[src/rtl/pdlf_pkg.sv]
// ----------------------------------------------------------------------------
// pdlf_pkg
// Shared types and constants of the PD line-follow steering block.
// ----------------------------------------------------------------------------
package pdlf_pkg;

  // Width of one line-sensor sample.
  localparam int unsigned SampleBits = 10;

  // Error, derivative and weighted-sum widths follow from the sample width.
  localparam int unsigned ErrW  = SampleBits + 1;
  localparam int unsigned DerW  = SampleBits + 2;
  localparam int unsigned AccW  = SampleBits + 12;
  localparam int unsigned CntW  = $clog2(AccW + 1);
  localparam int unsigned BandW = 10;
  localparam int unsigned CmpW  = (ErrW > BandW) ? ErrW : BandW;

  // Configuration port.
  localparam int unsigned CfgIdxW  = 3;
  localparam int unsigned CfgDataW = 10;

  // Register indexes.
  localparam logic [CfgIdxW-1:0] RegBaseSpeed  = 3'd0;
  localparam logic [CfgIdxW-1:0] RegPropGain   = 3'd1;
  localparam logic [CfgIdxW-1:0] RegDerivGain  = 3'd2;
  localparam logic [CfgIdxW-1:0] RegGainDiv    = 3'd3;
  localparam logic [CfgIdxW-1:0] RegDeadBand   = 3'd4;
  localparam logic [CfgIdxW-1:0] RegCorrLimit  = 3'd5;

  // Register reset values.
  localparam logic [6:0] BaseSpeedRst = 7'd50;
  localparam logic [7:0] PropGainRst  = 8'd22;
  localparam logic [7:0] DerivGainRst = 8'd10;
  localparam logic [7:0] GainDivRst   = 8'd80;
  localparam logic [9:0] DeadBandRst  = 10'd20;
  localparam logic [6:0] CorrLimitRst = 7'd25;

  // Wheel speed ceiling in percent.
  localparam logic [9:0] SpeedMax = 10'd100;

  // Input word: one right and one left sample.
  typedef struct packed {
    logic [SampleBits-1:0] right_sample;
    logic [SampleBits-1:0] left_sample;
  } in_word_t;

  // Output word: wheel speeds and the saturated correction.
  typedef struct packed {
    logic [6:0]        left_speed;
    logic [6:0]        right_speed;
    logic signed [7:0] steer_correction;
  } out_word_t;

endpackage

[src/rtl/pd_line_follow_steering.sv]
// ----------------------------------------------------------------------------
// pd_line_follow_steering
// PD steering for a differential drive: dead-zoned error, derivative, one
// shared multiplier and a bit-serial restoring divider under a sequencer.
// ----------------------------------------------------------------------------
// Flow: an accepted input word passes S_PREP, S_MULP, S_MULD, S_ABS, S_DIV
//   and S_SAT to S_OUT, which loads out_valid_o; the divider gives one bit per cycle.
// A new word is taken only in S_IDLE, once S_OUT has loaded the output register.
// Reset: registers return to their defaults, the stored error clears to zero
//   and both channels come up empty.
module pd_line_follow_steering
  import pdlf_pkg::*;
(
  input  logic                clk_i,
  input  logic                rst_ni,
  input  logic                cfg_we_i,
  input  logic [CfgIdxW-1:0]  cfg_idx_i,
  input  logic [CfgDataW-1:0] cfg_data_i,
  input  logic                in_valid_i,
  output logic                in_stall_o,
  input  in_word_t            in_data_i,
  output logic                out_valid_o,
  input  logic                out_stall_i,
  output out_word_t           out_data_o
);

  typedef enum logic [2:0] {
    S_IDLE,
    S_PREP,
    S_MULP,
    S_MULD,
    S_ABS,
    S_DIV,
    S_SAT,
    S_OUT
  } state_e;

  state_e                 state_q;
  logic [6:0]             base_q;
  logic [7:0]             kp_q;
  logic [7:0]             kd_q;
  logic [7:0]             div_q;
  logic [9:0]             band_q;
  logic [6:0]             limit_q;
  logic signed [ErrW-1:0] last_err_q;
  in_word_t               smp_q;
  logic signed [ErrW-1:0] err_q;
  logic signed [DerW-1:0] der_q;
  logic signed [AccW-1:0] acc_q;
  logic                   neg_q;
  logic [AccW-1:0]        dvd_q;
  logic [7:0]             rem_q;
  logic [CntW-1:0]        cnt_q;
  logic signed [7:0]      corr_q;
  logic                   out_valid_q;
  out_word_t              out_q;

  // Error with dead zone: zero when its magnitude lies below the band.
  logic signed [ErrW-1:0] err_raw;
  logic [ErrW-1:0]        err_mag;
  logic signed [ErrW-1:0] err_d;
  logic signed [DerW-1:0] der_d;

  always_comb begin
    err_raw = signed'({1'b0, smp_q.right_sample}) - signed'({1'b0, smp_q.left_sample});
    err_mag = err_raw[ErrW-1] ? ErrW'(-err_raw) : ErrW'(err_raw);
    err_d   = (CmpW'(err_mag) < CmpW'(band_q)) ? '0 : err_raw;
    der_d   = DerW'(err_d) - DerW'(last_err_q);
  end

  // Shared multiplier: gain times error, then gain times derivative.
  logic signed [AccW-1:0] mul_a;
  logic signed [AccW-1:0] mul_b;
  logic signed [AccW-1:0] prod;

  always_comb begin
    if (state_q == S_MULP) begin
      mul_a = signed'({{(AccW-8){1'b0}}, kp_q});
      mul_b = signed'({{(AccW-ErrW){err_q[ErrW-1]}}, err_q});
    end else begin
      mul_a = signed'({{(AccW-8){1'b0}}, kd_q});
      mul_b = signed'({{(AccW-DerW){der_q[DerW-1]}}, der_q});
    end
    prod = mul_a * mul_b;
  end

  // One restoring divide step; a zero divisor acts as one.
  logic [7:0] div_eff;
  logic [9:0] trial;

  always_comb begin
    div_eff = (div_q == '0) ? 8'd1 : div_q;
    trial   = {1'b0, rem_q, dvd_q[AccW-1]} - {2'b0, div_eff};
  end

  // Saturation of the quotient magnitude and sign restore.
  logic [6:0]        sat_mag;
  logic signed [7:0] corr_d;

  always_comb begin
    sat_mag = (dvd_q > AccW'(limit_q)) ? limit_q : dvd_q[6:0];
    corr_d  = neg_q ? -signed'({1'b0, sat_mag}) : signed'({1'b0, sat_mag});
  end

  // Wheel speeds, each clamped to the percent range.
  logic signed [9:0] lspd_raw;
  logic signed [9:0] rspd_raw;
  logic [6:0]        lspd;
  logic [6:0]        rspd;

  always_comb begin
    lspd_raw = signed'({3'b0, base_q}) - 10'(corr_q);
    rspd_raw = signed'({3'b0, base_q}) + 10'(corr_q);
    if (lspd_raw[9]) begin
      lspd = '0;
    end else if (lspd_raw > signed'(SpeedMax)) begin
      lspd = SpeedMax[6:0];
    end else begin
      lspd = lspd_raw[6:0];
    end
    if (rspd_raw[9]) begin
      rspd = '0;
    end else if (rspd_raw > signed'(SpeedMax)) begin
      rspd = SpeedMax[6:0];
    end else begin
      rspd = rspd_raw[6:0];
    end
  end

  // Configuration registers.
  always_ff @(posedge clk_i or negedge rst_ni) begin
    if (!rst_ni) begin
      base_q  <= BaseSpeedRst;
      kp_q    <= PropGainRst;
      kd_q    <= DerivGainRst;
      div_q   <= GainDivRst;
      band_q  <= DeadBandRst;
      limit_q <= CorrLimitRst;
    end else if (cfg_we_i) begin
      unique case (cfg_idx_i)
        RegBaseSpeed: base_q  <= cfg_data_i[6:0];
        RegPropGain:  kp_q    <= cfg_data_i[7:0];
        RegDerivGain: kd_q    <= cfg_data_i[7:0];
        RegGainDiv:   div_q   <= cfg_data_i[7:0];
        RegDeadBand:  band_q  <= cfg_data_i[9:0];
        RegCorrLimit: limit_q <= cfg_data_i[6:0];
        default: ;
      endcase
    end
  end

  // Sequencer with the datapath registers and the output register.
  always_ff @(posedge clk_i or negedge rst_ni) begin
    if (!rst_ni) begin
      state_q     <= S_IDLE;
      last_err_q  <= '0;
      out_valid_q <= 1'b0;
    end else begin
      // A taken word empties the output register unless the next one is loaded.
      if (out_valid_q && !out_stall_i && state_q != S_OUT) begin
        out_valid_q <= 1'b0;
      end
      unique case (state_q)
        S_IDLE: begin
          if (in_valid_i) begin
            smp_q   <= in_data_i;
            state_q <= S_PREP;
          end
        end
        S_PREP: begin
          err_q      <= err_d;
          der_q      <= der_d;
          last_err_q <= err_d;
          state_q    <= S_MULP;
        end
        S_MULP: begin
          acc_q   <= prod;
          state_q <= S_MULD;
        end
        S_MULD: begin
          acc_q   <= acc_q + prod;
          state_q <= S_ABS;
        end
        S_ABS: begin
          neg_q   <= acc_q[AccW-1];
          dvd_q   <= acc_q[AccW-1] ? AccW'(-acc_q) : AccW'(acc_q);
          rem_q   <= '0;
          cnt_q   <= CntW'(AccW);
          state_q <= S_DIV;
        end
        S_DIV: begin
          if (!trial[9]) begin
            rem_q <= trial[7:0];
            dvd_q <= {dvd_q[AccW-2:0], 1'b1};
          end else begin
            rem_q <= {rem_q[6:0], dvd_q[AccW-1]};
            dvd_q <= {dvd_q[AccW-2:0], 1'b0};
          end
          cnt_q <= cnt_q - 1'b1;
          if (cnt_q == CntW'(1)) begin
            state_q <= S_SAT;
          end
        end
        S_SAT: begin
          corr_q  <= corr_d;
          state_q <= S_OUT;
        end
        S_OUT: begin
          // Load only once the previous word has left the output register.
          if (!out_valid_q || !out_stall_i) begin
            out_q.left_speed       <= lspd;
            out_q.right_speed      <= rspd;
            out_q.steer_correction <= corr_q;
            out_valid_q            <= 1'b1;
            state_q                <= S_IDLE;
          end
        end
        default: state_q <= S_IDLE;
      endcase
    end
  end

  assign in_stall_o  = (state_q != S_IDLE);
  assign out_valid_o = out_valid_q;
  assign out_data_o  = out_q;

endmodule
[config.mk]
export PLATFORM = sky130hd
export DESIGN_NAME = pd_line_follow_steering
export DESIGN_NICKNAME = d
export VERILOG_FILES = /design/src/rtl/pdlf_pkg.sv /design/src/rtl/pd_line_follow_steering.sv
export SDC_FILE = /design/constraint.sdc
export NUM_CORES = 1
export LEC_CHECK = 0
export ABC_AREA = 1
export ABC_CLOCK_PERIOD_IN_PS = 11200
export BUFFER_PORTS_ARGS = -buffer_cell sky130_fd_sc_hd__buf_2
export CORE_ASPECT_RATIO = 2
export CORE_UTILIZATION = 60
export CTS_CLUSTER_DIAMETER = 80
export DETAILED_ROUTE_END_ITERATION = 10
export GPL_ROUTABILITY_DRIVEN = 1
export PLACE_DENSITY = 0.77
export SLEW_MARGIN = 20
export SYNTH_ARGS = -nofsm -noshare
export SYNTH_HDL_FRONTEND = slang
export SYNTH_SLANG_ARGS = --single-unit
[constraint.sdc]
create_clock -name clk_i -period 11.2 [get_ports clk_i]
set_clock_uncertainty 0.1 [all_clocks]
set_input_delay 0.56 -clock clk_i [delete_from_list [all_inputs] [get_ports clk_i]]
set_output_delay 0.56 -clock clk_i [all_outputs]
set_load 0.02 [all_outputs]
==> metrics.txt, run 1 <==
status complete, no violations; Synth top area share around 25%; WL/cell approximately 16 um; Antenna Nets Post-Route 0; final net count around 2300; Arr. time, crit path about 8.3 ns; Worst setup EP type register; DPL Wire Length approximately 32 mm; EDFF count, synth between 100 and 150; Critical Path Sink acc_q[20]; Final min period 8.19 ns; syn avg cell area a little over 8 um2; Final Max Tran Viols 0; Worst Path Class, Setup register to register; layout cells sized above 1 a little under 8%; post-detailed-route via-to-cell ratio 5.48; Setup Viol. Count Final 0; synth top area cells edfxtp_1 (25%), fa_1 (11%), ha_1 (10%); f_max about 0.12 GHz; Max-Cap Viols 0; main combinational cell family by area after synthesis adder cells; die area approximately 0.027 mm2; ys flop type edfxtp_1; Overflow after GRT 0; cts repair resizes 0; fin util between 60% and 70%; Critical Path Start state_q[0]; clock latency on the worst-skew pair between 0.4 and 0.5 ns; area delta synth->final 7.85%; Critical R2R Capture acc_q[20]; Seq/Total Area, Yosys around a third; Unique masters post-synth between 50 and 60; RSZ-0062 raised after global routing false; WP buf/inv 8; crit share post-route between 70% and 80%; first-pass GRT wire length about 64 mm; GRT Resource Usage Total 29.9%; Slowest cell on crit path o21ai_0; PortBufs about 60; vias in the first global route about 14000; final hold viol count 0; #FFs+latches synth 194; Synthesized Nets roughly 2200; Syn Inst Count 1972; worst-path maximum fanout 34; Initial Utilization ~60%; Pre-antenna DRT Iters 5; CTS tree yes; Slew @ Worst Pin 1.03 ns; Rows between 80 and 90; largest net degree at the start of global routing between 40 and 50; post-placement cell count roughly 2400; Top cell by count, worst path nand2_1; antenna cells 0; Adder-Cell Fraction of Synth Area 21.1%; CP required 11.31 ns; io pins slightly above 60; H-tree depth reported by CTS 4; Root Driver clkbuf_16; Die H between 200 and 250 um; setup tns final 0 ns; die width 117 um; Worst setup SP type register; via count 13100; Reg clk slew, reported paths 0.08 ns; Max Buffers Root-to-Sink 2; CP Depth 32; portion of netlist area occupied by mux cells 0%; Hold Crit Class input pin to register; Compound-Gate Fraction of Synth Area 9.73%; Hold WS approximately 0.17 ns; synthesized area roughly 0.016 mm2; post-synthesis xor/xnor area fraction 4.22%; final WL 38.9 mm; async set or reset register ratio after synthesis 32.5%; initial antenna violation count 0; clk sinks 194; R2R Setup Slk ~3.0 ns; Yosys top cell by area edfxtp_1; Yosys warning count 0; family with the most delay on the worst path adder cells; CTS Buf Count 17; Initial DRC Count 563; RD Place Congestion a little under 1; r2r worst-path depth 32; simple-gate area share of the yosys netlist between 20% and 30%; Remaining DRCs 0; Largest stage delay, worst path 0.75 ns; Slew headroom a little under a third; non-filler cells, final around 2400; CORE AREA approximately 0.026 mm2; R2R Path Start state_q[0]
cell usage after synthesis, drive strengths merged (2+ instances only):
cell     count
nor4         5
xor2        52
nand4       18
xnor2       22
nand3b      10
o21a         3
o41ai        2
dfstp       15
nand2      441
inv        378
dfrtp       48
or2         11
a31o         2
o21bai       8
o21ai      154
a21boi       2
buf          6
and2         5
a31oi        9
a211oi       2
nor3        17
edfxtp     131
a21oi       88
fa          86
nand3       88
o211ai       2
o31ai        3
o2111ai      2
ha         132
a21o         5
clkbuf      28
nor2       191
worst register-to-register path, delay by kind of cell, from the launching register on:
family / cells / cell delay, ns
AOI/OAI and AO/OA: 3 / 1.42
adders and majority gates: 6 / 2.59
buffers and inverters: 8 / 1.12
DFF: 1 / 0.43
and+or+nand+nor: 15 / 2.30
sequential cells by signal, summed over array words and instances, names as in the netlist, 10 cells and up:
| signal | flops |
|---|---|
| out_data_o | 22 |
| dvd_q | 22 |
| last_err_q | 11 |
| err_q | 11 |
| band_q | 10 |
| der_q | 12 |
| acc_q | 22 |
| smp_q | 20 |
stage by stage:
step	instance area (um2)	worst slack [ns]
after floorplan	16000	4.52
after global placement	16600	3.19
after detailed placement	16600	3.10
after CTS	17300	3.08
after global routing	17300	2.55
final	17300	3.01
cells in the final DEF (no fill, tap or decap), types with 18 or more instances in the layout:
cell type,count
nand2_1,438
inv_1,370
nor2_1,182
o21ai_0,143
ha_1,132
edfxtp_1,131
a21oi_1,87
fa_1,86
nand3_1,83
buf_2,61
xor2_1,50
dfrtp_1,48
xnor2_1,22
nand4_1,18
clkbuf_16,18
routing by layer:
layer	GRT usage (%)	share of wire [%]	up-vias
met4	19.5	6.1	0
li1	-	-	6402
met1	27.7	35	6213
met5	0	0	-
met2	60.1	57	313
met3	3.58	2.5	136
worst min-delay path by stage:
stage,endpoint,slack [ns],from,cells past startpoint
2_1_floorplan,band_q[0],0.16,rst_ni,0
3_3_place_gp,last_err_q[4],0.37,last_err_q[4],2
3_5_place_dp,last_err_q[10],0.37,last_err_q[10],2
4_1_cts,smp_q[12],0.15,in_data_i[12],1
5_1_grt,smp_q[12],0.15,in_data_i[12],1
6_report,smp_q[16],0.17,in_data_i[16],1
repair_timing:
item / in CTS / in global routing
buffers inserted: 0 / 0
setup endpoints to repair: 0 / 0
endpoints found under the hold margin: 14 / 0
hold buffers: 1 / 0
logic make-up after synthesis:
group,after synthesis
buffers and inverters,412
adder cells (fa/ha/maj),218
AND/OR/NAND/NOR,788
XOR/XNOR,74
flip-flops,194
AO/OA/AOI/OAI,286
layout make-up:
cell class | count | area (um2)
Fill cell | 2305 | 9020
Multi-Input combinational cell | 1366 | 8910
Sequential cell | 194 | 5530
Inverter | 378 | 1420
Clock buffer | 19 | 454
Tap cell | 344 | 430
Timing Repair Buffer | 69 | 368
Clock inverter | 13 | 138
Power of run 1 is left out: the tool's default activity adds up to more than one toggle a clock period on the data nets, which glitch-free logic cannot reach.
==> run 2, diff against run 1 <==
Settings changed: ABC_CLOCK_PERIOD_IN_PS 11200 to 7100, CORE_UTILIZATION 60 to 58.
Clock period 11.2 ns to 7.1 ns, I/O delays scaled along.
==> metrics.txt, run 2 (synthesized netlist as in run 1, its figures left out) <==
die area 0.0283 mm2; Reg clk slew, reported paths approximately 0.08 ns; Initial DRC Count 786; Root Driver clkbuf_16; fillers between 2000 and 2500; status complete, no violations; Largest stage delay, worst path slightly above 0.6 ns; CP required approximately 7.2 ns; Hold Path Sink band_q[8]; Remaining DRCs 0; R2R Setup Slk roughly 0.15 ns; worst-path maximum fanout 9; layout cells sized above 1 13.3%; Max-Cap Viols 0; RD Place Congestion 0.953; final WL just over 40 mm; area delta synth->final 14.6%; r2r worst-path depth 36; Hold Crit Depth 3; Die H ~240 um; WL/cell 16.9 um; Worst setup SP type register; most frequent cells in the layout nand2_1 (431), inv_1 (360), nor2_1 (174), o21ai_0 (133), edfxtp_1 (131); CTS tree yes; vias in the first global route between 10000 and 15000; Critical R2R Capture acc_q[19]; CORE AREA 0.0270 mm2; initial antenna violation count 0; Antenna Nets Post-Route 0; Setup Viol. Count Final 0; Slowest cell on crit path fa_1; Hold WS about 0.055 ns; final net count 2354; Max Buffers Root-to-Sink 2; crit share post-route 97.8%; Hold Crit Class input pin to register; Initial Utilization between 50% and 60%; antenna cells 0; via count 13600; GRT Resource Usage Total between 30 and 40%; clk sinks 194; Slew @ Worst Pin approximately 1 ns; DPL Wire Length between 30 and 40 mm; Slew headroom roughly 35%; Final min period around 7 ns; post-detailed-route via-to-cell ratio between 5 and 6; final hold viol count 0; R2R Path Start state_q[0]; Pre-antenna DRT Iters 6; Worst setup EP type register; Rows 85; H-tree depth reported by CTS 4; Final Max Tran Viols 0; die width between 100 and 150 um; f_max roughly 0.14 GHz; Worst Path Class, Setup register to register; hold_sp cfg_data_i[8]; Overflow after GRT 0; CTS Buf Count 17; largest net degree at the start of global routing 48; commonest non-fill, non-tap cell in the layout nand2_1; clock latency on the worst-skew pair ~0.47 ns; first-pass GRT wire length ~66 mm; Arr. time, crit path 7.06 ns; PortBufs around 60; io pins 62
[run 2: how the worst max path moves through the flow]
stage | startpoint | end | slack [ns] | cells past startpoint
2_1_floorplan | state_q[0] | acc_q[19] | 0.42 | 32
3_5_place_dp | state_q[0] | acc_q[19] | -0.36 | 34
3_3_place_gp | state_q[0] | acc_q[19] | -0.18 | 34
5_1_grt | state_q[0] | acc_q[21] | -0.22 | 35
6_report | state_q[0] | acc_q[19] | 0.15 | 36
4_1_cts | state_q[0] | acc_q[19] | 0.01 | 35
[run 2: cell type report]
type	count	area, um2	share of cell area (%)
Multi-Input combinational cell	1367	9310	50.8
Sequential cell	194	5530	30.2
Inverter	378	1430	7.82
Timing Repair Buffer	138	981	5.35
Tap cell	348	435	2.38
Clock buffer	18	429	2.34
Clock inverter	14	193	1.05
Timing Repair inverter	2	17.5	0.0956
[run 2: worst max-delay path, delay by kind of cell (launching register included)]
kind | cells | cell delay [ns]
buffers and inverters | 11 | 1.22
flip-flops | 1 | 0.40
AND/OR/NAND/NOR | 14 | 2.02
adder cells (fa/ha/maj) | 6 | 2.28
AO/OA/AOI/OAI | 5 | 0.66
[run 2: repair_timing]
item	CTS	global route
buffers inserted	1	15
hold buffers	21	0
endpoints found under the hold margin	37	0
endpoints found under the setup margin	4	9
resized for setup	11	89
pin swaps	2	19
cloned	0	3
[run 2: stage by stage]
step | TNS, ns | std cells | util (%) | setup slack (ns) | instance area, um2
global route | -1.10 | 2459 | 67.8 | -0.218 | 18300
finish | 0 | 2459 | 67.8 | 0.154 | 18300
CTS | 0 | 2441 | 65.8 | 0.0101 | 17800
detailed placement | -0.623 | 2387 | 62.6 | -0.359 | 16900
floorplan | 0 | 1972 | - | 0.424 | 16000
global placement | -0.184 | 2387 | 62.6 | -0.184 | 16900
[run 2: layer usage]
| layer | wire length [um] | vias up | GRT usage [%] |
|---|---|---|---|
| met5 | 0 | - | 0 |
| met4 | 3230 | 0 | 21.7 |
| met3 | 1160 | 210 | 3.81 |
| met2 | 23600 | 390 | 60.5 |
| met1 | 13600 | 6494 | 26.6 |
| li1 | - | 6554 | - |
Power of run 2 is left out for the same reason.
==> run 3, diff against run 2 <==
Settings changed: REMOVE_ABC_BUFFERS set to 1.
==> metrics.txt, run 3 (synthesized netlist as in run 1, its figures left out) <==
sequential standard cell area roughly 0.0055 mm2; met3 routed WL 949 um; GRT Resource Usage Total 30.0%; Hold Path Sink band_q[9]; Pre-antenna DRT Iters 5; Antenna Nets Post-Route 0; DPL Wire Length approximately 33 mm; commonest non-fill, non-tap cell in the layout nand2_1; Max Buffers Root-to-Sink 2; Worst setup EP type register; final worst slack between 0.2 and 0.3 ns; Worst setup SP type register; Final Max Tran Viols 0; Slew headroom 32.4%; Overflow after GRT 0; Final min period ~6.8 ns; crit share post-route between 90% and 100%; Largest stage delay, worst path 0.54 ns; CP required 7.21 ns; first-pass GRT wire length around 66 mm; largest net degree at the start of global routing 56; die width 119 um; worst-path maximum fanout 5; clk sinks roughly 190; area delta synth->final 14.5%; initial antenna violation count 0; die area about 0.028 mm2; vias in the first global route 14200; CTS Buf Count 17; Rows 85; Hold WS roughly 0.05 ns; most frequent cells in the layout nand2_1 (429), inv_1 (360), nor2_1 (171), o21ai_0 (135), edfxtp_1 (131); R2R Path Start state_q[1]; Die H about 240 um; final net count about 2400; Remaining DRCs 0; Max Used Layer met4; wl on met1 13.3 mm; PortBufs between 60 and 70; via count 13600; Initial Utilization roughly three fifths; post-placement cell count ~2400; f_max 0.146 GHz; Hold Crit Class input pin to register; RD Place Congestion ~1; final WL 41.0 mm; hold_sp cfg_data_i[9]; fillers 2180; status complete, no violations; post-detailed-route via-to-cell ratio between 5 and 6; Setup Viol. Count Final 0; Setup WS pre-CTS -0.163 ns; H-tree depth reported by CTS 4; met2 wire len 23.6 mm; Top cell by count, worst path nand2_1; Critical R2R Capture acc_q[20]; Slew @ Worst Pin roughly 1.0 ns; Initial DRC Count 769; Design Area, Final 0.0183 mm2; DP Area around 0.017 mm2; WL/cell between 15 and 20 um; clock latency on the worst-skew pair around 0.46 ns; antenna cells 0; R2R Setup Slk roughly 0.26 ns; Reg clk slew, reported paths 0.08 ns; layout cells sized above 1 13.3%; CORE AREA approximately 0.027 mm2; r2r worst-path depth 37; Arr. time, crit path between 6 and 7 ns; Slowest cell on crit path fa_1; Max-Cap Viols 0; non-filler cells, final ~2500; io pins 62; area used by multi-input combinational logic a little over 0.009 mm2; Root Driver clkbuf_16; final hold viol count 0; Worst Path Class, Setup register to register; Hold Crit Depth 3; CTS tree yes
## run 3: changes by cell type in the layout (fill, tap and decap cells not counted), moves of 3 or more
cell / change
o21ai_2: -3
nor2_1: -3
ha_1: +3
nor2_2: +3
buf_4: +4
ha_4: -3
## run 3: worst max-delay path by stage
| stage | startpoint | end | slack, ns |
|---|---|---|---|
| 2_1_floorplan | state_q[0] | acc_q[21] | 0.38 |
| 3_3_place_gp | state_q[0] | acc_q[18] | -0.01 |
| 3_5_place_dp | state_q[0] | acc_q[20] | -0.16 |
| 4_1_cts | state_q[0] | acc_q[20] | 0.02 |
| 5_1_grt | state_q[0] | acc_q[20] | -0.07 |
| 6_report | state_q[1] | acc_q[20] | 0.26 |
## run 3: final cells by class
class,instances,share of cell area [%]
flip-flops and latches,194,30.2
clock inverters,12,0.895
repair inverters,2,0.109
clock buffers,20,2.56
repair buffers,141,5.36
well taps,348,2.38
inverters,378,7.86
multi-input cells,1366,50.6
## run 3: metrics by stage
step                util, %  TNS (ns)
floorplan                 -         0
global placement       62.6   -0.0185
detailed placement     62.6    -0.477
CTS                    65.8         0
global route           67.8    -0.131
finish                 67.8         0
## run 3: timing repair
action                     4_1_cts  5_1_grt
gates resized for setup          8       91
setup endpoints to repair        4        8
hold buffers                    21        0
setup buffers                    0       17
pin swaps                        0       23
hold endpoints to repair        32        0
cloned                           0        2
## run 3: metal layers
layer / GRT usage [%] / vias up
met5: 0 / -
met4: 22.7 / 0
met3: 3.20 / 192
met2: 60.5 / 355
met1: 26.0 / 6522
li1: - / 6541
## run 3: critical path, delay by kind of cell (launching register included)
| kind | cells | cell delay, ns |
|---|---|---|
| flops | 1 | 0.42 |
| simple gates | 14 | 1.72 |
| buf+inv | 11 | 1.30 |
| compound gates | 6 | 0.75 |
| fa+ha+maj | 6 | 2.32 |
Power of run 3 is left out for the same reason.
